--- src/hw/rtl/ssrd_pkg.sv ---
package ssrd_pkg;

    localparam int MAX_GRID_DEF  = 8;
    localparam int FRAC_BITS_DEF = 14;

    localparam int VEC_W   = 48;
    localparam int LANE_W  = 16;
    localparam int GRID_W  = 4;
    localparam int IDX_W   = 3;
    localparam int DIR_W   = 16;
    localparam int CFG_A_W = 2;

    typedef enum logic [CFG_A_W-1:0] {
        REG_GRID_SIZE = 2'd0,
        REG_STEP_A    = 2'd1,
        REG_STEP_B    = 2'd2,
        REG_BASE      = 2'd3
    } cfg_reg_t;

endpackage

--- src/hw/rtl/ssrd_front.sv ---
module ssrd_front #(
    parameter int MAX_GRID = 8,
    parameter int CW       = 3,
    parameter int SW       = 22,
    parameter int SQW      = 42,
    parameter int NW       = 44,
    parameter int EW       = 240
) (
    input  logic                          clk,
    input  logic                          rst_n,
    input  logic                          start,
    input  logic [ssrd_pkg::GRID_W-1:0]   grid_size,
    input  logic [ssrd_pkg::VEC_W-1:0]    step_a,
    input  logic [ssrd_pkg::VEC_W-1:0]    step_b,
    input  logic [ssrd_pkg::VEC_W-1:0]    base_dir,
    output logic                          busy,
    input  logic                          q_full,
    output logic                          q_push,
    output logic [EW-1:0]                 q_data
);
    import ssrd_pkg::*;

    localparam int HW = $clog2(MAX_GRID + 1) + 2;

    typedef enum logic [3:0] {
        F_IDLE = 4'b0001,
        F_CALC = 4'b0010,
        F_SQ   = 4'b0100,
        F_PUSH = 4'b1000
    } fstate_t;

    fstate_t state_reg, state_next;
    logic [CW-1:0] row_reg, row_next, col_reg, col_next;
    logic [1:0]    k_reg, k_next;
    logic [CW:0]   n_reg, n_next;
    logic signed [SW-1:0] s_reg [3];
    logic signed [SW-1:0] s_next [3];
    logic [SQW-1:0] sq_reg [3];
    logic [SQW-1:0] sq_next [3];
    logic [NW-1:0]  norm_reg, norm_next;

    logic [CW:0]           n_clamp;
    logic signed [HW-1:0]  h_row, h_col;
    logic signed [SW-1:0]  s_sel;
    logic [SW-1:0]         mag;
    logic [SQW-1:0]        mag_sq;
    logic                  is_last;

    always_comb
    begin
        if (grid_size == '0)
            n_clamp = (CW+1)'(1);
        else if (32'(grid_size) > MAX_GRID)
            n_clamp = (CW+1)'(MAX_GRID);
        else
            n_clamp = (CW+1)'(grid_size);
    end

    assign h_row = HW'(signed'({1'b0, row_reg, 1'b0})) - HW'(signed'({1'b0, n_reg}))
                   + HW'(1);
    assign h_col = HW'(signed'({1'b0, col_reg, 1'b0})) - HW'(signed'({1'b0, n_reg}))
                   + HW'(1);

    assign s_sel  = s_reg[k_reg];
    assign mag    = s_sel[SW-1] ? SW'(-s_sel) : SW'(s_sel);
    assign mag_sq = SQW'(mag[SW-2:0] * mag[SW-2:0]);

    assign is_last = ({1'b0, row_reg} == n_reg - 1'b1) && ({1'b0, col_reg} == n_reg - 1'b1);

    assign busy   = (state_reg != F_IDLE);
    assign q_push = (state_reg == F_PUSH) && !q_full;
    assign q_data = {is_last, col_reg, row_reg, norm_reg,
                     sq_reg[2], sq_reg[1], sq_reg[0], s_reg[2], s_reg[1], s_reg[0]};

    always_comb
    begin
        logic signed [SW-1:0] lb, la, lc, hr, hc;
        state_next = state_reg;
        row_next   = row_reg;
        col_next   = col_reg;
        k_next     = k_reg;
        n_next     = n_reg;
        norm_next  = norm_reg;
        s_next     = s_reg;
        sq_next    = sq_reg;
        lb = '0;
        la = '0;
        lc = '0;
        hr = SW'(h_row);
        hc = SW'(h_col);
        unique case (state_reg)
            F_IDLE:
            begin
                if (start)
                begin
                    n_next     = n_clamp;
                    row_next   = '0;
                    col_next   = '0;
                    state_next = F_CALC;
                end
            end
            F_CALC:
            begin
                for (int c = 0; c < 3; c++)
                begin
                    lb = SW'(signed'(base_dir[LANE_W*c +: LANE_W]));
                    la = SW'(signed'(step_a[LANE_W*c +: LANE_W]));
                    lc = SW'(signed'(step_b[LANE_W*c +: LANE_W]));
                    s_next[c] = SW'(lb + lb + la * hr + lc * hc);
                end
                k_next     = '0;
                norm_next  = '0;
                state_next = F_SQ;
            end
            F_SQ:
            begin
                sq_next[k_reg] = mag_sq;
                norm_next      = norm_reg + NW'(mag_sq);
                k_next         = k_reg + 2'd1;
                if (k_reg == 2'd2)
                    state_next = F_PUSH;
            end
            F_PUSH:
            begin
                if (!q_full)
                begin
                    if (is_last)
                        state_next = F_IDLE;
                    else
                    begin
                        state_next = F_CALC;
                        if ({1'b0, col_reg} == n_reg - 1'b1)
                        begin
                            col_next = '0;
                            row_next = row_reg + 1'b1;
                        end
                        else
                            col_next = col_reg + 1'b1;
                    end
                end
            end
            default: state_next = F_IDLE;
        endcase
    end

    always_ff @(posedge clk or negedge rst_n)
    begin
        if (!rst_n)
        begin
            state_reg <= F_IDLE;
            row_reg   <= '0;
            col_reg   <= '0;
            n_reg     <= (CW+1)'(1);
            k_reg     <= '0;
        end
        else
        begin
            state_reg <= state_next;
            row_reg   <= row_next;
            col_reg   <= col_next;
            n_reg     <= n_next;
            k_reg     <= k_next;
        end
    end

    always_ff @(posedge clk)
    begin
        norm_reg <= norm_next;
        s_reg    <= s_next;
        sq_reg   <= sq_next;
    end

endmodule

--- config.mk ---
export PLATFORM = sky130hd
export DESIGN_NAME = ssrd_front
export DESIGN_NICKNAME = d
export VERILOG_FILES = /design/src/hw/rtl/ssrd_pkg.sv /design/src/hw/rtl/ssrd_front.sv
export SDC_FILE = /design/constraint.sdc
export NUM_CORES = 2
export LEC_CHECK = 0
export BUFFER_PORTS_ARGS = -buffer_cell sky130_fd_sc_hd__buf_2
export CAP_MARGIN = 10
export CORE_UTILIZATION = 40
export CTS_CLUSTER_DIAMETER = 80
export DETAILED_ROUTE_END_ITERATION = 6
export GPL_TIMING_DRIVEN = 0
export PLACE_DENSITY = 0.54
export SLEW_MARGIN = 25
export SYNTH_ARGS = -nofsm -noshare
export SYNTH_HDL_FRONTEND = slang
export SYNTH_SLANG_ARGS = --single-unit
--- constraint.sdc ---
create_clock -name clk -period 12.9 [get_ports clk]
set_clock_uncertainty 0.15 [all_clocks]
set_input_delay 0.645 -clock clk [delete_from_list [all_inputs] [get_ports clk]]
set_output_delay 0.645 -clock clk [all_outputs]
set_load 0.01 [all_outputs]
==> results.md <==
- Critical path's slowest cell: fa_1
- Synth Register Bits: around 250
- Final wirelength: between 100000 and 150000 um
- Core Footprint: roughly 0.11 sq mm
- Count of final hold-check violations: 0
- Filler instances: roughly 11000
- DRT antenna net count: 0
- Die Y: roughly 330 um
- Grt total ovfl: 0
- Worst Hold Endpoint: n_reg[0]$_DFFE_PN1P_
- WP data required: between 10000 and 15000 ps
- Compound-Gate Fraction of Synth Area: 5.786%
- Top-area cell type share of the netlist area: around two fifths
- Max reg flops: between 150 and 200
- CP endpoint kind: flip-flop
- DRC Markers: 0
- Critical R2R Capture: norm_reg[42]$_SDFFCE_PN0P_
- Final #Nets: a little over 6000
- Post-Synth XOR/XNOR Area: approximately 4.3%
- P&R area growth vs syn: 11.68%
- Router iterations before antenna repair: 5
- Synth cell types: between 80 and 90
- Crit Path Max Fanout: 10
- Buf+Inv Stages, Crit Path: 10
- Min Tclk post-route: approximately 12000 ps
- Final HPWL DP: 110700 um
- Mux share of post-synthesis cell area: less than 1%
- Largest family of logic cells by synthesized area: adder cells
- Inserted Clock Buffers: 29
- Delay-heaviest family, CP: adder cells
- Via Count: slightly above 30000
- Starting DRT DRC Count: between 1500 and 2000
- Commonest non-fill, non-tap cell in the layout: inv_1
- Worst setup SP type: flip-flop
- Worst path arrival time: ~13000 ps
- Slew headroom: between 20% and 30%
- Post-synth EDFFs: 233
- Max Slew Vio Count: 0
- Starting density of the core: between 40% and 50%
- First-pass GRT wire length: around 200000 um
- Synth area leaders: fa_1 40%, edfxtp_1 16%, ha_1 11%, inv_1 7.8%, nand2_1 3.8%
- CTS Root Cell: clkbuf_16
- HP Class: input pin to flip-flop
- Worst skew pair latency: 600 ps
- Gate Count Post-Synth: 4284
- Non-Filler Instances: 6162
- Hold depth: 2
- Port-buffer cells: slightly below 400
- Unrepaired setup endpoints after global routing: no
- Primary FF master, synth: edfxtp_1
- Die width: between 300 and 400 um
- Post-synthesis sequential area ratio: between 10% and 20%
- Largest net degree at the start of global routing: 46
- Status: completed
- Max-cap violations: 0
- Clock transition at path regs: around 60 ps
- Io pins: 394
- Reg2reg path depth: 45
- Least-Margin Pin Slew: around 1100 ps
- Critical path's most frequent cell: fa_1
- Crit path largest cell delay: ~500 ps
- Avg Vias per Cell: 4.959
- RR Startpoint: k_reg[1]$_DFFE_PN0P_
- Post-synthesis simple-gate area fraction: 12.71%
- Fraction of registers with async set/reset: 6.426%
- Final setup vio count: 0
- Total stage count of the critical path: 45
- Most frequent cells in the layout: 904 x inv_1, 865 x fa_1, 444 x nand2_1
- Worst Setup Path Type: flip-flop to flip-flop
- Max Root-Sink Buffers: 3
- TritonCTS clock tree: yes
- GPL Wtd Cong: 0.9191
- Number of global-route vias before repair: around 33000
- Die ar.: 0.1101 sq mm
- Maximum clock frequency: 0.08082 GHz
- Ys Warns: 0
- Clk sinks: 249
- Routed len/inst: between 20 and 25 um
- Placed instance count: around 6100
- H-tree Lvls: 1
- Hold Startpoint: grid_size[3]
- Avg Inst Size Synth: around 10 sq um
- Share of the clock period used by the worst path after layout: between 90% and 100%
- Share of layout cells above drive strength 1: 11.78%
- Setup TNS: 0 ps
- Initial antenna violation count: 18
- Gr usage total: between 20% and 30%
- Post-Synth Adder-Cell Area: ~50%
- Register-to-Register Setup Slack: 530 ps
- Largest area contributor in the netlist: fa_1
- Core Rows: 120
- Mapped cell area: 0.04351 sq mm
## per-stage QoR
stage          hold WS, ps  area, sq um  setup slack [ps]  util, %
2_1_floorplan        199.4        43520              2008        -
3_3_place_gp         365.2        47220             -1845    43.93
3_5_place_dp         367.2        47390             -1173    44.08
4_1_cts              68.84        48350             56.41    44.97
5_1_grt              83.11        48580             5.801    45.19
6_report             95.66        48590             526.2    45.20
## routing by layer
layer | GRT usage (%) | part of all wire, % | vias to the layer above
li1 | - | - | 14100
met1 | 28.70 | 40 | 15460
met2 | 41.99 | 50 | 776
met3 | 4.811 | 6.4 | 201
met4 | 6.739 | 3.3 | 22
met5 | 0 | 0.11 | -
## timing repair
| action | 4_1_cts | 5_1_grt |
|---|---|---|
| gates resized for setup | 15 | 32 |
| hold endpoints to repair | 14 | 0 |
| setup endpoints to repair | 15 | 13 |
| hold buffers | 1 | 0 |
| setup buffers | 1 | 14 |
| cloned | 0 | 0 |
| pin swaps | 1 | 5 |
## cell type report
type / count / area [sq um] / area share (%)
clock buffer: 36 / 752.0 / 1.548
timing repair buffer: 419 / 2163 / 4.452
multi-input combinational: 3017 / 32500 / 66.88
tap: 1403 / 1755 / 3.613
inverter: 914 / 3443 / 7.087
sequential: 249 / 7400 / 15.23
antenna: 5 / 12.51 / 0.02575
buffer: 103 / 460.4 / 0.9476
clock inverter: 16 / 103.9 / 0.2137
## cell usage after synthesis (all sizes together) (88+ instances only)
library cell and count:
a21oi 118, xnor2 145, nand2b 145, fa 865
and2 98, nand2 446, nor2 223, inv 910
ha 378, clkbuf 88, nor2b 123, edfxtp 233
## worst max-delay path by stage
| stage | start | endpoint | slack (ps) |
|---|---|---|---|
| floorplan | k_reg[1]$_DFFE_PN0P_ | norm_reg[42]$_SDFFCE_PN0P_ | 2010 |
| global placement | k_reg[1]$_DFFE_PN0P_ | norm_reg[42]$_SDFFCE_PN0P_ | -1840 |
| detailed placement | k_reg[1]$_DFFE_PN0P_ | norm_reg[42]$_SDFFCE_PN0P_ | -1170 |
| CTS | k_reg[1]$_DFFE_PN0P_ | norm_reg[42]$_SDFFCE_PN0P_ | 60 |
| global route | k_reg[0]$_DFFE_PN0P_ | norm_reg[42]$_SDFFCE_PN0P_ | 6 |
| finish | k_reg[1]$_DFFE_PN0P_ | norm_reg[42]$_SDFFCE_PN0P_ | 530 |
## logic make-up after synthesis
group / Yosys count
buffers and inverters: 1020
DFF: 249
and+or+nand+nor: 1149
other: 1
xor gates and xnor gates: 210
muxes: 26
adders and majority gates: 1243
AOI/OAI and AO/OA: 386
## worst reg2reg max path, delay by kind of cell, from the launching register on
family	cells	cell delay [ps]
AO/OA/AOI/OAI	16	3850
XOR/XNOR	2	530
adder cells (fa/ha/maj)	10	4360
buffers and inverters	10	1310
flip-flops	1	440
multiplexers	2	600
AND/OR/NAND/NOR	5	990
Power is not shown: default switching activity piles up to over one toggle a cycle in this logic, so the estimate is an artifact.
