### src/hw/rtl/ssrd_queue.sv
module ssrd_queue #(
    parameter int EW = 240
) (
    input  logic          clk,
    input  logic          rst_n,
    input  logic          push,
    input  logic [EW-1:0] wr_data,
    input  logic          pop,
    output logic [EW-1:0] rd_data,
    output logic          full,
    output logic          empty
);
    logic [EW-1:0] mem_reg [2];
    logic          wr_ptr_reg, rd_ptr_reg;
    logic [1:0]    count_reg;

    assign full    = (count_reg == 2'd2);
    assign empty   = (count_reg == 2'd0);
    assign rd_data = mem_reg[rd_ptr_reg];

    always_ff @(posedge clk)
    begin
        if (push)
            mem_reg[wr_ptr_reg] <= wr_data;
    end

    always_ff @(posedge clk or negedge rst_n)
    begin
        if (!rst_n)
        begin
            wr_ptr_reg <= 1'b0;
            rd_ptr_reg <= 1'b0;
            count_reg  <= 2'd0;
        end
        else
        begin
            if (push)
                wr_ptr_reg <= !wr_ptr_reg;
            if (pop)
                rd_ptr_reg <= !rd_ptr_reg;
            count_reg <= count_reg + 2'(push) - 2'(pop);
        end
    end

endmodule

### config.mk
export PLATFORM = sky130hd
export DESIGN_NAME = ssrd_queue
export DESIGN_NICKNAME = d
export VERILOG_FILES = /design/src/hw/rtl/ssrd_queue.sv
export SDC_FILE = /design/constraint.sdc
export NUM_CORES = 1
export LEC_CHECK = 0
export BUFFER_PORTS_ARGS = -buffer_cell sky130_fd_sc_hd__buf_2
export CORE_MARGIN = 4
export CORE_UTILIZATION = 57
export DETAILED_ROUTE_END_ITERATION = 16
export GPL_TIMING_DRIVEN = 1
export PLACE_DENSITY = 0.85
export SETUP_SLACK_MARGIN = 0.15
export SYNTH_ARGS = -nofsm -noshare
export SYNTH_HDL_FRONTEND = slang
export SYNTH_SLANG_ARGS = --single-unit
### constraint.sdc
create_clock -name clk -period 24.6 [get_ports clk]
set_input_delay 1.23 -clock clk [delete_from_list [all_inputs] [get_ports clk]]
set_output_delay 1.23 -clock clk [all_outputs]
set_load 0.005 [all_outputs]
==> impl_metrics.json, run 1 <==
{
  "synth-seq-cells": 484,
  "grt_pass1_vias": 9741,
  "numCtsBuffers": 47,
  "place_inst": 1630,
  "r2r_start": "wr_ptr_reg",
  "setup_ws_ns": 20.21,
  "start_kind": "register",
  "synth_xor_xnor_area_share": 0.002256,
  "wl_per_cell_um": 22.28,
  "dpl.hpwl_um": 26020,
  "clockBufferDepth": 3,
  "drtIter0Drc": 633,
  "synthMuxAreaShare": 0.1867,
  "startpoint": "rd_ptr_reg",
  "synth.distinct_cells": 13,
  "leakagePower_uw": 0.009053,
  "start_util": 0.5784,
  "synth_area_um2": 18300,
  "powerDensity_nw_per_um2": 115.0,
  "synth_nets": 1008,
  "fp-row-count": 65,
  "place_congestion": 0.7768,
  "cts_tree": "yes",
  "grt_max_degree": 130,
  "period_share": 0.1785,
  "antenna_found_initial": 13,
  "outcome": "finished, final reports clean",
  "power.share.clock": 0.266,
  "drv_cap": 0,
  "htreeDepth": 2,
  "cp-end-kind": "output pin",
  "synth_compound_area_frac": 0,
  "via_count": 9034,
  "areaGrowthSynthToFinish_pct": 23.25,
  "path_class": "reg -> out",
  "hold_class": "in -> async",
  "die_h_um": 187.2,
  "drt-vias-per-instance": 5.237,
  "rr_worst_depth": 3,
  "final.setup.tns_ns": 0,
  "core_area_um2": 31640,
  "ant_nets": 0,
  "dieArea_um2": 35030,
  "seqPwrFrac": 0.448,
  "slew_viol_final": 0,
  "grt_usage": 0.2107,
  "instances_no_fill": 1725,
  "ioPinCount": 486,
  "insertion_delay_ns": 0.53,
  "crit_fanout": 62,
  "yosysWarningCount": 0,
  "ir_drop_mv": 0.1250,
  "postCtsHoldBufs": 0,
  "postCtsSetupBuffers": 0,
  "netlist_instances": 762,
  "netSwitchingFraction": 0.2648,
  "cp_slowest_cell": "dfrtp_4",
  "holdWs_ns": 0.4916,
  "clock_skew_ns": 0.01327,
  "cts_resized": 0,
  "clock.fmax_mhz": 227.8,
  "crit_path_cell_trace": "buf_4, mux2_2, buf_2",
  "critPathCapture": "rd_data[239]",
  "p_int_uw": 1906,
  "place_ws_ns": 20.67,
  "cts_sinks": 484,
  "drt_pass1_iterations": 4,
  "clkTransAtPathRegs_ns": 0.06,
  "clockRootBuffer": "clkbuf_16",
  "avgSynthCellArea_um2": 24.01,
  "tightest_slew_ns": 1.155,
  "synthAdderAreaFrac": 0.001368,
  "finalSetupViolations": 0,
  "reg2reg_setup_slack_ns": 21.53,
  "nets": 1523,
  "fin_crit_ns": 4.390,
  "largest_register_ff_count": 480,
  "route.detailed.drc": 0,
  "combPwrFrac": 0.286,
  "slew_headroom": 0.2301,
  "drive_gt1_frac": 0.6085,
  "die_w_um": 187.2,
  "cpPeakStageDelay_ns": 1.10,
  "gr-total-overflow": 0,
  "yosysSeqAreaShare": 0.7932,
  "wirelength_um": 38430,
  "synth_top_family_by_area": "multiplexers",
  "portBuffers": 485,
  "cp_data_arrival_time_ns": 3.16,
  "timing_hold_violations_final": 0,
  "worstPathRequired_ns": 23.37,
  "power_uw": 2593,
  "rsz0062_at_grt": "no",
  "p_switching_uw": 686.5,
  "grt_pass1_wl_um": 56630,
  "synth_simple_gate_area_frac": 0.001231,
  "reg2reg_to": "mem_reg[1][222]"
}
## worst min-delay path by stage
stage	slack, ns	from	end	cells past startpoint
5_1_grt	0.46	rst_n	rd_ptr_reg	1
4_1_cts	0.47	rst_n	wr_ptr_reg	1
3_5_place_dp	0.56	wr_ptr_reg	wr_ptr_reg	1
6_report	0.49	rst_n	rd_ptr_reg	1
2_1_floorplan	0.46	wr_ptr_reg	wr_ptr_reg	1
3_3_place_gp	0.53	wr_ptr_reg	wr_ptr_reg	1
## worst max-delay path, delay by kind of cell, from the launching register on
kind,cells,cell delay (ns)
muxes,1,0.43
DFF,1,1.10
buffers and inverters,2,0.99
## power groups by stage
stage	clock (uW)	combinational (uW)	sequential [uW]
2_1_floorplan	0	510	1190
3_3_place_gp	0	737	1170
3_5_place_dp	0	744	1180
4_1_cts	702	751	1160
5_1_grt	744	785	1180
6_report	690	741	1160
## layout make-up
type	count	area [um^2]
Sequential cell	484	14520
Fill cell	1901	9084
Multi-Input combinational cell	249	3515
Timing Repair Buffer	493	2500
Clock buffer	63	1279
Tap cell	402	503.0
Clock inverter	22	206.4
Antenna cell	10	25.02
Inverter	2	7.507
## through the flow
step / cell area [um^2] / utilization
floorplan: 18300 / -
global placement: 21040 / 0.6651
detailed placement: 21040 / 0.6651
CTS: 22530 / 0.7121
global route: 22550 / 0.7127
finish: 22550 / 0.7129
## cell usage in the layout, fill, tap and decap left out, drive strengths merged, types with 2 or more instances in the layout
| cell | Yosys | routed |
|---|---|---|
| diode | 0 | 10 |
| edfxtp | 480 | 480 |
| clkbuf | 0 | 63 |
| bufinv | 0 | 4 |
| inv | 2 | 3 |
| xor2 | 2 | 2 |
| nor2b | 2 | 2 |
| dfrtp | 4 | 4 |
| ha | 2 | 2 |
| mux2 | 240 | 240 |
| clkinv | 0 | 16 |
| buf | 27 | 493 |
## cell usage after synthesis
library cell | n | area [um^2]
xor3_1 | 1 | 23.77
buf_6 | 22 | 247.7
inv_1 | 2 | 7.510
ha_1 | 2 | 25.02
mux2_2 | 50 | 563.0
buf_2 | 5 | 25.02
mux2_4 | 190 | 2853
and2_1 | 1 | 6.260
nor2b_1 | 2 | 12.51
nor2_1 | 1 | 3.750
dfrtp_1 | 4 | 100.1
edfxtp_1 | 480 | 14410
xor2_1 | 2 | 17.52
## cells by family after synthesis
logic type / count (synthesis)
xor gates and xnor gates: 3
buffers and inverters: 29
adders and majority gates: 2
muxes: 240
and+or+nand+nor: 4
DFF: 484
## per-layer routing
layer,wire (um),GRT usage
met4,1484,0.08077
met5,21,0
met1,13620,0.2366
met3,3140,0.06290
met2,20170,0.3794
Note: power is estimated with default switching activity, not from simulation.
==> inputs of run 2 (changes only) <==
--- a/config.mk
+++ b/config.mk
@@ -7,10 +7,10 @@
 export LEC_CHECK = 0
 export BUFFER_PORTS_ARGS = -buffer_cell sky130_fd_sc_hd__buf_2
 export CORE_MARGIN = 4
-export CORE_UTILIZATION = 57
+export CORE_UTILIZATION = 53
 export DETAILED_ROUTE_END_ITERATION = 16
 export GPL_TIMING_DRIVEN = 1
-export PLACE_DENSITY = 0.85
+export PLACE_DENSITY = 0.8
 export SETUP_SLACK_MARGIN = 0.15
 export SYNTH_ARGS = -nofsm -noshare
 export SYNTH_HDL_FRONTEND = slang
==> constraint.sdc (replaced) <==
create_clock -name clk -period 4.2 [get_ports clk]
set_input_delay 0.21 -clock clk [delete_from_list [all_inputs] [get_ports clk]]
set_output_delay 0.21 -clock clk [all_outputs]
set_load 0.005 [all_outputs]
==> run 2 against run 1 <==
- core utilization increased by 3.0 points
- clock power increased to 5.7 times the previous value
- largest power group unchanged
- sequential share of layout area decreased by 6.5 points
- final cell count increased by 17%
- sequential power increased to 5.9 times the previous value
==> impl_metrics.json, run 2 (synthesized netlist as in run 1, its figures left out) <==
{
  "grt_pass1_vias": 11497,
  "grt_pass1_wl_um": 69570,
  "clkTransAtPathRegs_ns": 0.07,
  "worstPathRequired_ns": 3.99,
  "slew_viol_final": 0,
  "grt_usage": 0.2413,
  "hold_depth": 2,
  "antenna_found_initial": 7,
  "die_h_um": 193.8,
  "rsz0062_at_grt": "no",
  "place_congestion": 0.7964,
  "place_area_um2": 21220,
  "finalInstanceArea_um2": 25100,
  "clock.fmax_mhz": 349.0,
  "final_common_cell": "buf_2",
  "final.setup.tns_ns": 0,
  "layout_common_cells": "buf_2, edfxtp_1, dlygate4sd3_1, mux2_4, mux2_2",
  "outcome": "finished, final reports clean",
  "via_count": 10442,
  "die_w_um": 193.8,
  "combPwrFrac": 0.305,
  "cp-end-kind": "output pin",
  "wirelength_um": 46820,
  "start_kind": "register",
  "postCtsSetupBuffers": 0,
  "cp_data_arrival_time_ns": 2.65,
  "drt-vias-per-instance": 5.174,
  "period_share": 0.6821,
  "clock_skew_ns": 0.01925,
  "cts_resized": 0,
  "path_class": "reg -> out",
  "power.share.clock": 0.255,
  "timing_hold_violations_final": 0,
  "hold_class": "in -> reg",
  "ioPinCount": 486,
  "cts_tree": "yes",
  "nets": 1773,
  "postCtsHoldBufs": 244,
  "drt_pass1_iterations": 6,
  "fin_crit_ns": 2.865,
  "ir_drop_mv": 0.5217,
  "reg2reg_setup_slack_ns": 2.03,
  "numCtsBuffers": 47,
  "areaGrowthSynthToFinish_pct": 37.14,
  "p_int_uw": 11160,
  "clockRootBuffer": "clkbuf_16",
  "fp-row-count": 67,
  "htreeDepth": 2,
  "clockBufferDepth": 3,
  "utilization": 0.7428,
  "portBuffers": 485,
  "instances_no_fill": 2018,
  "insertion_delay_ns": 0.55,
  "gr-total-overflow": 0,
  "largest_register_ff_count": 480,
  "tightest_slew_ns": 1.003,
  "ant_nets": 0,
  "seqPwrFrac": 0.440,
  "drtIter0Drc": 606,
  "netSwitchingFraction": 0.2806,
  "route.detailed.drc": 0,
  "finalSetupViolations": 0,
  "rr_worst_depth": 2,
  "dieArea_um2": 37560,
  "leakagePower_uw": 0.01008,
  "slew_headroom": 0.3312,
  "drive_gt1_frac": 0.5138,
  "cts_sinks": 484,
  "powerDensity_nw_per_um2": 618.4,
  "drv_cap": 0,
  "core_area_um2": 33780,
  "start_util": 0.5416,
  "grt_max_degree": 107,
  "dpl.hpwl_um": 26390,
  "crit_fanout": 55,
  "place_inst": 1682,
  "wl_per_cell_um": 23.20,
  "p_switching_uw": 4354
}
run 2: metal layers:
layer  vias to the layer above  GRT usage  wire (um)
met1                      5163     0.2648      15740
met3                       133    0.06273       3678
met2                       563     0.4416      25180
li1                       4583          -          -
met4                         0     0.1057       2225
met5                         -          0          0
run 2: cell type report:
cell class                      count  area [um^2]
Antenna cell                        7        17.52
Clock buffer                       62         1275
Clock inverter                     23        140.1
Fill cell                        1806         8688
Inverter                            2        7.507
Multi-Input combinational cell    249         3515
Sequential cell                   484        14520
Tap cell                          448        560.5
Timing Repair Buffer              743         5062
run 2: power groups by stage:
stage / clock network, uW / registers, uW / logic, uW
floorplan: 0 / 6770 / 2990
global placement: 0 / 6820 / 4410
detailed placement: 0 / 6880 / 4460
CTS: 3930 / 6790 / 4670
global route: 4230 / 6900 / 4990
finish: 3960 / 6820 / 4740
run 2: path summary, 6_finish.rpt:
kind / startpoint / endpoint
setup / recovery: rd_ptr_reg / rd_data[20]
hold / removal: wr_data[36] / mem_reg[0][36]
setup reg to reg: wr_ptr_reg / mem_reg[1][232]
hold reg to reg: wr_ptr_reg / wr_ptr_reg
max in group asynchronous: rst_n / rd_ptr_reg
min in group asynchronous: rst_n / count_reg[1]
run 2: critical path, stage by stage, from the launching register on:
cell	delay [ns]
dfrtp_4	1.07
buf_4	0.43
mux2_2	0.41
buf_2	0.14
run 2: per-stage QoR:
stage	power, uW	hold slack (ns)	setup WS (ns)
global route	16130	0.3575	1.243
global placement	11230	0.01652	1.928
detailed placement	11340	0.01898	1.924
CTS	15390	0.3477	1.304
finish	15520	0.3698	1.335
floorplan	9758	-0.08559	-0.2085
