### src/hw/rtl/ssrd_pkg.sv
package ssrd_pkg;

    localparam int MAX_GRID_DEF  = 8;
    localparam int FRAC_BITS_DEF = 14;

    localparam int VEC_W   = 48;
    localparam int LANE_W  = 16;
    localparam int GRID_W  = 4;
    localparam int IDX_W   = 3;
    localparam int DIR_W   = 16;
    localparam int CFG_A_W = 2;

    typedef enum logic [CFG_A_W-1:0] {
        REG_GRID_SIZE = 2'd0,
        REG_STEP_A    = 2'd1,
        REG_STEP_B    = 2'd2,
        REG_BASE      = 2'd3
    } cfg_reg_t;

endpackage

### src/hw/rtl/ssrd_back.sv
module ssrd_back #(
    parameter int FRAC_BITS = 14,
    parameter int CW        = 3,
    parameter int SW        = 22,
    parameter int SQW       = 42,
    parameter int NW        = 44,
    parameter int EW        = 240
) (
    input  logic                               clk,
    input  logic                               rst_n,
    input  logic                               q_empty,
    input  logic [EW-1:0]                      q_data,
    output logic                               q_pop,
    output logic                               out_valid,
    input  logic                               out_stall,
    output logic signed [ssrd_pkg::DIR_W-1:0]  dir_x,
    output logic signed [ssrd_pkg::DIR_W-1:0]  dir_y,
    output logic signed [ssrd_pkg::DIR_W-1:0]  dir_z,
    output logic [ssrd_pkg::IDX_W-1:0]         row_index,
    output logic [ssrd_pkg::IDX_W-1:0]         col_index,
    output logic                               last
);
    import ssrd_pkg::*;

    localparam int LW  = 2 * DIR_W + 2 + NW;
    localparam int RW  = SQW + 2 * FRAC_BITS + 2;
    localparam int WW  = ((LW > RW) ? LW : RW) + 1;
    localparam int BW  = $clog2(DIR_W);

    typedef enum logic [4:0] {
        B_IDLE = 5'b00001,
        B_INIT = 5'b00010,
        B_STA  = 5'b00100,
        B_STB  = 5'b01000,
        B_OUT  = 5'b10000
    } bstate_t;

    bstate_t state_reg, state_next;
    logic [EW-1:0]    ent_reg, ent_next;
    logic [1:0]       k_reg, k_next;
    logic [BW-1:0]    b_reg, b_next;
    logic [DIR_W-1:0] q_reg, q_next;
    logic [WW-1:0]    p_reg, p_next, qn_reg, qn_next;
    logic [WW-1:0]    c2n_reg, c2n_next, cn_reg, cn_next;
    logic [WW-1:0]    r_reg, r_next;
    logic [DIR_W-1:0] res_reg [3];
    logic [DIR_W-1:0] res_next [3];
    logic             ov_reg, ov_next;
    logic [DIR_W-1:0] ox_reg, oy_reg, oz_reg;
    logic [IDX_W-1:0] orow_reg, ocol_reg;
    logic             olast_reg;

    logic signed [SW-1:0] s_sel;
    logic [SQW-1:0]       sq_sel;
    logic [NW-1:0]        norm;
    logic [CW-1:0]        e_row, e_col;
    logic                 e_last;
    logic [WW-1:0]        n_ext, lhs;
    logic                 fits;
    logic [DIR_W-1:0]     cap, mag_q, fin;
    logic                 load_out;

    assign s_sel  = ent_reg[SW*k_reg +: SW];
    assign sq_sel = ent_reg[3*SW + SQW*k_reg +: SQW];
    assign norm   = ent_reg[3*SW + 3*SQW +: NW];
    assign e_row  = ent_reg[3*SW + 3*SQW + NW +: CW];
    assign e_col  = ent_reg[3*SW + 3*SQW + NW + CW +: CW];
    assign e_last = ent_reg[EW-1];

    assign n_ext = WW'(norm);
    assign lhs   = (c2n_reg << 2) + n_ext - (cn_reg << 2);
    assign fits  = (lhs <= r_reg);

    // final digit folded in: q with or without bit b
    always_comb
    begin
        logic [DIR_W-1:0] qf;
        qf    = fits ? (q_reg | (DIR_W'(1) << b_reg)) : q_reg;
        cap   = s_sel[SW-1] ? (DIR_W'(1) << (DIR_W - 1)) : ~(DIR_W'(1) << (DIR_W - 1));
        mag_q = (qf > cap) ? cap : qf;
        if (norm == '0)
            fin = '0;
        else
            fin = s_sel[SW-1] ? DIR_W'(0 - mag_q) : mag_q;
    end

    assign q_pop    = (state_reg == B_IDLE) && !q_empty;
    assign load_out = (state_reg == B_OUT) && (!ov_reg || !out_stall);

    always_comb
    begin
        state_next = state_reg;
        ent_next   = ent_reg;
        k_next     = k_reg;
        b_next     = b_reg;
        q_next     = q_reg;
        p_next     = p_reg;
        qn_next    = qn_reg;
        c2n_next   = c2n_reg;
        cn_next    = cn_reg;
        r_next     = r_reg;
        res_next   = res_reg;
        unique case (state_reg)
            B_IDLE:
            begin
                if (!q_empty)
                begin
                    ent_next   = q_data;
                    k_next     = '0;
                    state_next = B_INIT;
                end
            end
            B_INIT:
            begin
                q_next     = '0;
                p_next     = '0;
                qn_next    = '0;
                b_next     = BW'(DIR_W - 1);
                r_next     = WW'(sq_sel) << (2 * FRAC_BITS + 2);
                state_next = B_STA;
            end
            B_STA:
            begin
                c2n_next   = p_reg + (qn_reg << (b_reg + 1'b1)) + (n_ext << (2 * b_reg));
                cn_next    = qn_reg + (n_ext << b_reg);
                state_next = B_STB;
            end
            B_STB:
            begin
                if (fits)
                begin
                    q_next  = q_reg | (DIR_W'(1) << b_reg);
                    p_next  = c2n_reg;
                    qn_next = cn_reg;
                end
                if (b_reg == '0)
                begin
                    res_next[k_reg] = fin;
                    if (k_reg == 2'd2)
                        state_next = B_OUT;
                    else
                    begin
                        k_next     = k_reg + 2'd1;
                        state_next = B_INIT;
                    end
                end
                else
                begin
                    b_next     = b_reg - 1'b1;
                    state_next = B_STA;
                end
            end
            B_OUT:
            begin
                if (load_out)
                    state_next = B_IDLE;
            end
            default: state_next = B_IDLE;
        endcase
    end

    always_comb
    begin
        ov_next = ov_reg;
        if (load_out)
            ov_next = 1'b1;
        else if (ov_reg && !out_stall)
            ov_next = 1'b0;
    end

    always_ff @(posedge clk or negedge rst_n)
    begin
        if (!rst_n)
        begin
            state_reg <= B_IDLE;
            ov_reg    <= 1'b0;
            k_reg     <= '0;
            b_reg     <= '0;
        end
        else
        begin
            state_reg <= state_next;
            ov_reg    <= ov_next;
            k_reg     <= k_next;
            b_reg     <= b_next;
        end
    end

    always_ff @(posedge clk)
    begin
        ent_reg <= ent_next;
        q_reg   <= q_next;
        p_reg   <= p_next;
        qn_reg  <= qn_next;
        c2n_reg <= c2n_next;
        cn_reg  <= cn_next;
        r_reg   <= r_next;
        res_reg <= res_next;
        if (load_out)
        begin
            ox_reg    <= res_reg[0];
            oy_reg    <= res_reg[1];
            oz_reg    <= res_reg[2];
            orow_reg  <= IDX_W'(e_row);
            ocol_reg  <= IDX_W'(e_col);
            olast_reg <= e_last;
        end
    end

    assign out_valid = ov_reg;
    assign dir_x     = ox_reg;
    assign dir_y     = oy_reg;
    assign dir_z     = oz_reg;
    assign row_index = orow_reg;
    assign col_index = ocol_reg;
    assign last      = olast_reg;

endmodule

### config.mk
export PLATFORM = sky130hd
export DESIGN_NAME = ssrd_back
export DESIGN_NICKNAME = d
export VERILOG_FILES = /design/src/hw/rtl/ssrd_pkg.sv /design/src/hw/rtl/ssrd_back.sv
export SDC_FILE = /design/constraint.sdc
export NUM_CORES = 2
export LEC_CHECK = 0
export BUFFER_PORTS_ARGS = -buffer_cell sky130_fd_sc_hd__buf_2
export CAP_MARGIN = 20
export CORE_ASPECT_RATIO = 0.9
export CORE_MARGIN = 2
export CORE_UTILIZATION = 30
export CTS_BUF_LIST = sky130_fd_sc_hd__clkbuf_4
export CTS_CLUSTER_SIZE = 24
export DETAILED_ROUTE_END_ITERATION = 16
export PLACE_DENSITY = 0.48
export SKIP_LAST_GASP = 1
export SYNTH_ARGS = -nofsm -noshare
export SYNTH_HDL_FRONTEND = slang
export SYNTH_SLANG_ARGS = --single-unit
### constraint.sdc
create_clock -name clk -period 21.1 [get_ports clk]
set_input_delay 2.11 -clock clk [delete_from_list [all_inputs] [get_ports clk]]
set_output_delay 2.11 -clock clk [all_outputs]
set_load 0.02 [all_outputs]
==> impl_metrics.env <==
export IMPL_outcome="finished clean"
export IMPL_grt_overflow=0
export IMPL_drt_iter0_drc=4291
export IMPL_wl_mm=176
export IMPL_die_y_um=382
export IMPL_syn_area_mm2=0.0475
export IMPL_slowest_stage="o41ai_1"
export IMPL_yosysMostFrequentCell="edfxtp_1"
export IMPL_n_fill_cell=16000
export IMPL_hold_viol_final=0
export IMPL_ys_warn_count=0
export IMPL_crit_top_cell="o21ai_0"
export IMPL_largest_register_ffs=177
export IMPL_antenna_left=0
export IMPL_clockRootBuffer="clkbuf_4"
export IMPL_arrival_ps=15470
export IMPL_vias=37800
export IMPL_start_util_pct=30.2
export IMPL_grtUsageTotal_pct=21.4
export IMPL_fp_dieW_um=424
export IMPL_antenna_found_initial=17
export IMPL_fin_tns_setup_ps=0
export IMPL_synth_top_cell_area_share_pct=40.6
export IMPL_io_buffers=235
export IMPL_avgSynthCellArea_um2=10.5
export IMPL_crit_path_start_kind="flop"
export IMPL_grt_max_degree=87
export IMPL_criticalPathCategory="flop to flop"
export IMPL_post_cts_resized=0
export IMPL_wl_per_cell_um=25.1
export IMPL_synth_area_leader_cell="edfxtp_1"
export IMPL_slew_viol_final=0
export IMPL_holdCritPathClass="flop to flop"
export IMPL_dpl_hpwl_mm=139
export IMPL_synth_commonest_cells="edfxtp_1 (643), nor2_1 (459), inv_1 (332)"
export IMPL_final_util_pct=33.9
export IMPL_clock_tree_buffer_depth=3
export IMPL_ff_latch_area_mm2=0.0196
export IMPL_grt_pass1_wl_mm=254
export IMPL_grt_pass1_vias=36800
export IMPL_crit_path_end_kind="flop"
export IMPL_period_share_pct=68.8
export IMPL_rows=138
export IMPL_drt_pre_antenna_iters=8
export IMPL_core_area_mm2=0.157
export IMPL_rsz0062_at_grt="false"
export IMPL_ctsHoldBuffers=0
export IMPL_synth_cell_type_count=98
export IMPL_max_cap_violations=0
export IMPL_synthFlopType="edfxtp_1"
export IMPL_via_per_inst=5.40
export IMPL_relSlewSlack_pct=25.8
export IMPL_synth_edff_count=643
export IMPL_cts_setup_buffers=0
export IMPL_critPathMaxFanout=31
export IMPL_hold_ws_ps=411
export IMPL_multi_input_area_mm2=0.0259
export IMPL_fmax_mhz=68.8
export IMPL_cts_buffers=179
export IMPL_syn2layout_area_growth_pct=12.1
export IMPL_design_area_mm2=0.0533
export IMPL_ios=301
export IMPL_min_period_ps=14530
export IMPL_ys_seq_area_share_pct=41.2
export IMPL_clock_sinks=655
export IMPL_cp_top_family="compound AO/OA/AOI/OAI gates"
export IMPL_synth_cells=4508
export IMPL_drive_gt1_share_pct=16.5
export IMPL_nets=5441
export IMPL_synth_seq_cells=655
export IMPL_cts_tree="yes"
export IMPL_die_area_mm2=0.162
export IMPL_insertion_delay_ps=1280
export IMPL_gp_congestion=0.963
export IMPL_crit_buf_inv=5
export IMPL_worstMarginPinSlew_ps=1110
export IMPL_place_area_mm2=0.0510
export IMPL_async_reset_ff_share_pct=1.83
export IMPL_slowest_delay_ps=870
export IMPL_ys_top_cells_by_area="edfxtp_1 (41%), ha_1 (8.3%), mux4_2 (7.3%)"
export IMPL_drc=0
export IMPL_worstPathRequired_ps=22040
export IMPL_path_clk_slew_ps=70
export IMPL_h_tree_depth=4
export IMPL_setup_viol=0
export IMPL_fin_skew_ps=114
## per-layer routing
| metal | global-route usage (%) | vias up | wire [µm] |
|---|---|---|---|
| li1 | - | 17200 | - |
| met1 | 30.1 | 18800 | 79000 |
| met2 | 33.4 | 1541 | 79800 |
| met3 | 3.98 | 227 | 13100 |
| met4 | 6.16 | 8 | 4140 |
| met5 | 0 | - | 61 |
## stage by stage
stage	cells	worst slack, ps
after floorplan	4509	2370
after global placement	6680	6770
after detailed placement	6682	6780
after CTS	6997	6740
after global routing	7005	5550
final	7006	6570
## kinds of logic (layout without fill, tap and decap cells)
family,after synthesis,count (layout),share of synthesized area [%]
and+or+nand+nor,1300,1300,12.9
AOI/OAI and AO/OA,1110,1110,14.9
DFF,655,655,41.2
buffers and inverters,548,936,4.41
adders and majority gates,434,434,13.3
muxes,261,261,9.61
xor gates and xnor gates,199,199,3.67
other,1,11,0.00789
## area by class of cell
| class | count | share of cell area, % |
|---|---|---|
| diodes | 9 | 0.0422 |
| clock buffers | 249 | 3.51 |
| clock inverters | 66 | 0.793 |
| inverters | 334 | 2.35 |
| multi-input cells | 3306 | 48.6 |
| flip-flops and latches | 655 | 36.8 |
| well taps | 2100 | 4.93 |
| repair buffers | 287 | 2.95 |
## worst paths after layout
path                                         from                        to  slack, ps  cells after the start
max                        ent_reg[201]$_DFFE_PP_     res_reg[15]$_DFFE_PP_       6570                     46
min                          res_reg[2]$_DFFE_PP_        dir_z[2]$_DFFE_PP_        410                      0
max reg2reg                ent_reg[201]$_DFFE_PP_     res_reg[15]$_DFFE_PP_       6570                     46
min reg2reg                  res_reg[2]$_DFFE_PP_        dir_z[2]$_DFFE_PP_        410                      0
max in group asynchronous                   rst_n  state_reg[0]$_DFFE_PN1P_      20060                      1
min in group asynchronous                   rst_n     out_valid$_DFFE_PN0P_        760                      1
## cells in the final DEF (no fill, tap or decap), types with 118 or more instances in the layout
cell / n
edfxtp_1: 643
a21o_1: 163
inv_1: 330
o21ai_0: 258
buf_2: 236
nand2_1: 316
clkbuf_4: 249
mux4_2: 154
a21oi_1: 330
fa_1: 118
ha_1: 314
xnor2_1: 119
nor2_1: 458
Power is not shown: default switching activity piles up to over one toggle a cycle in this logic, so the estimate is an artifact.
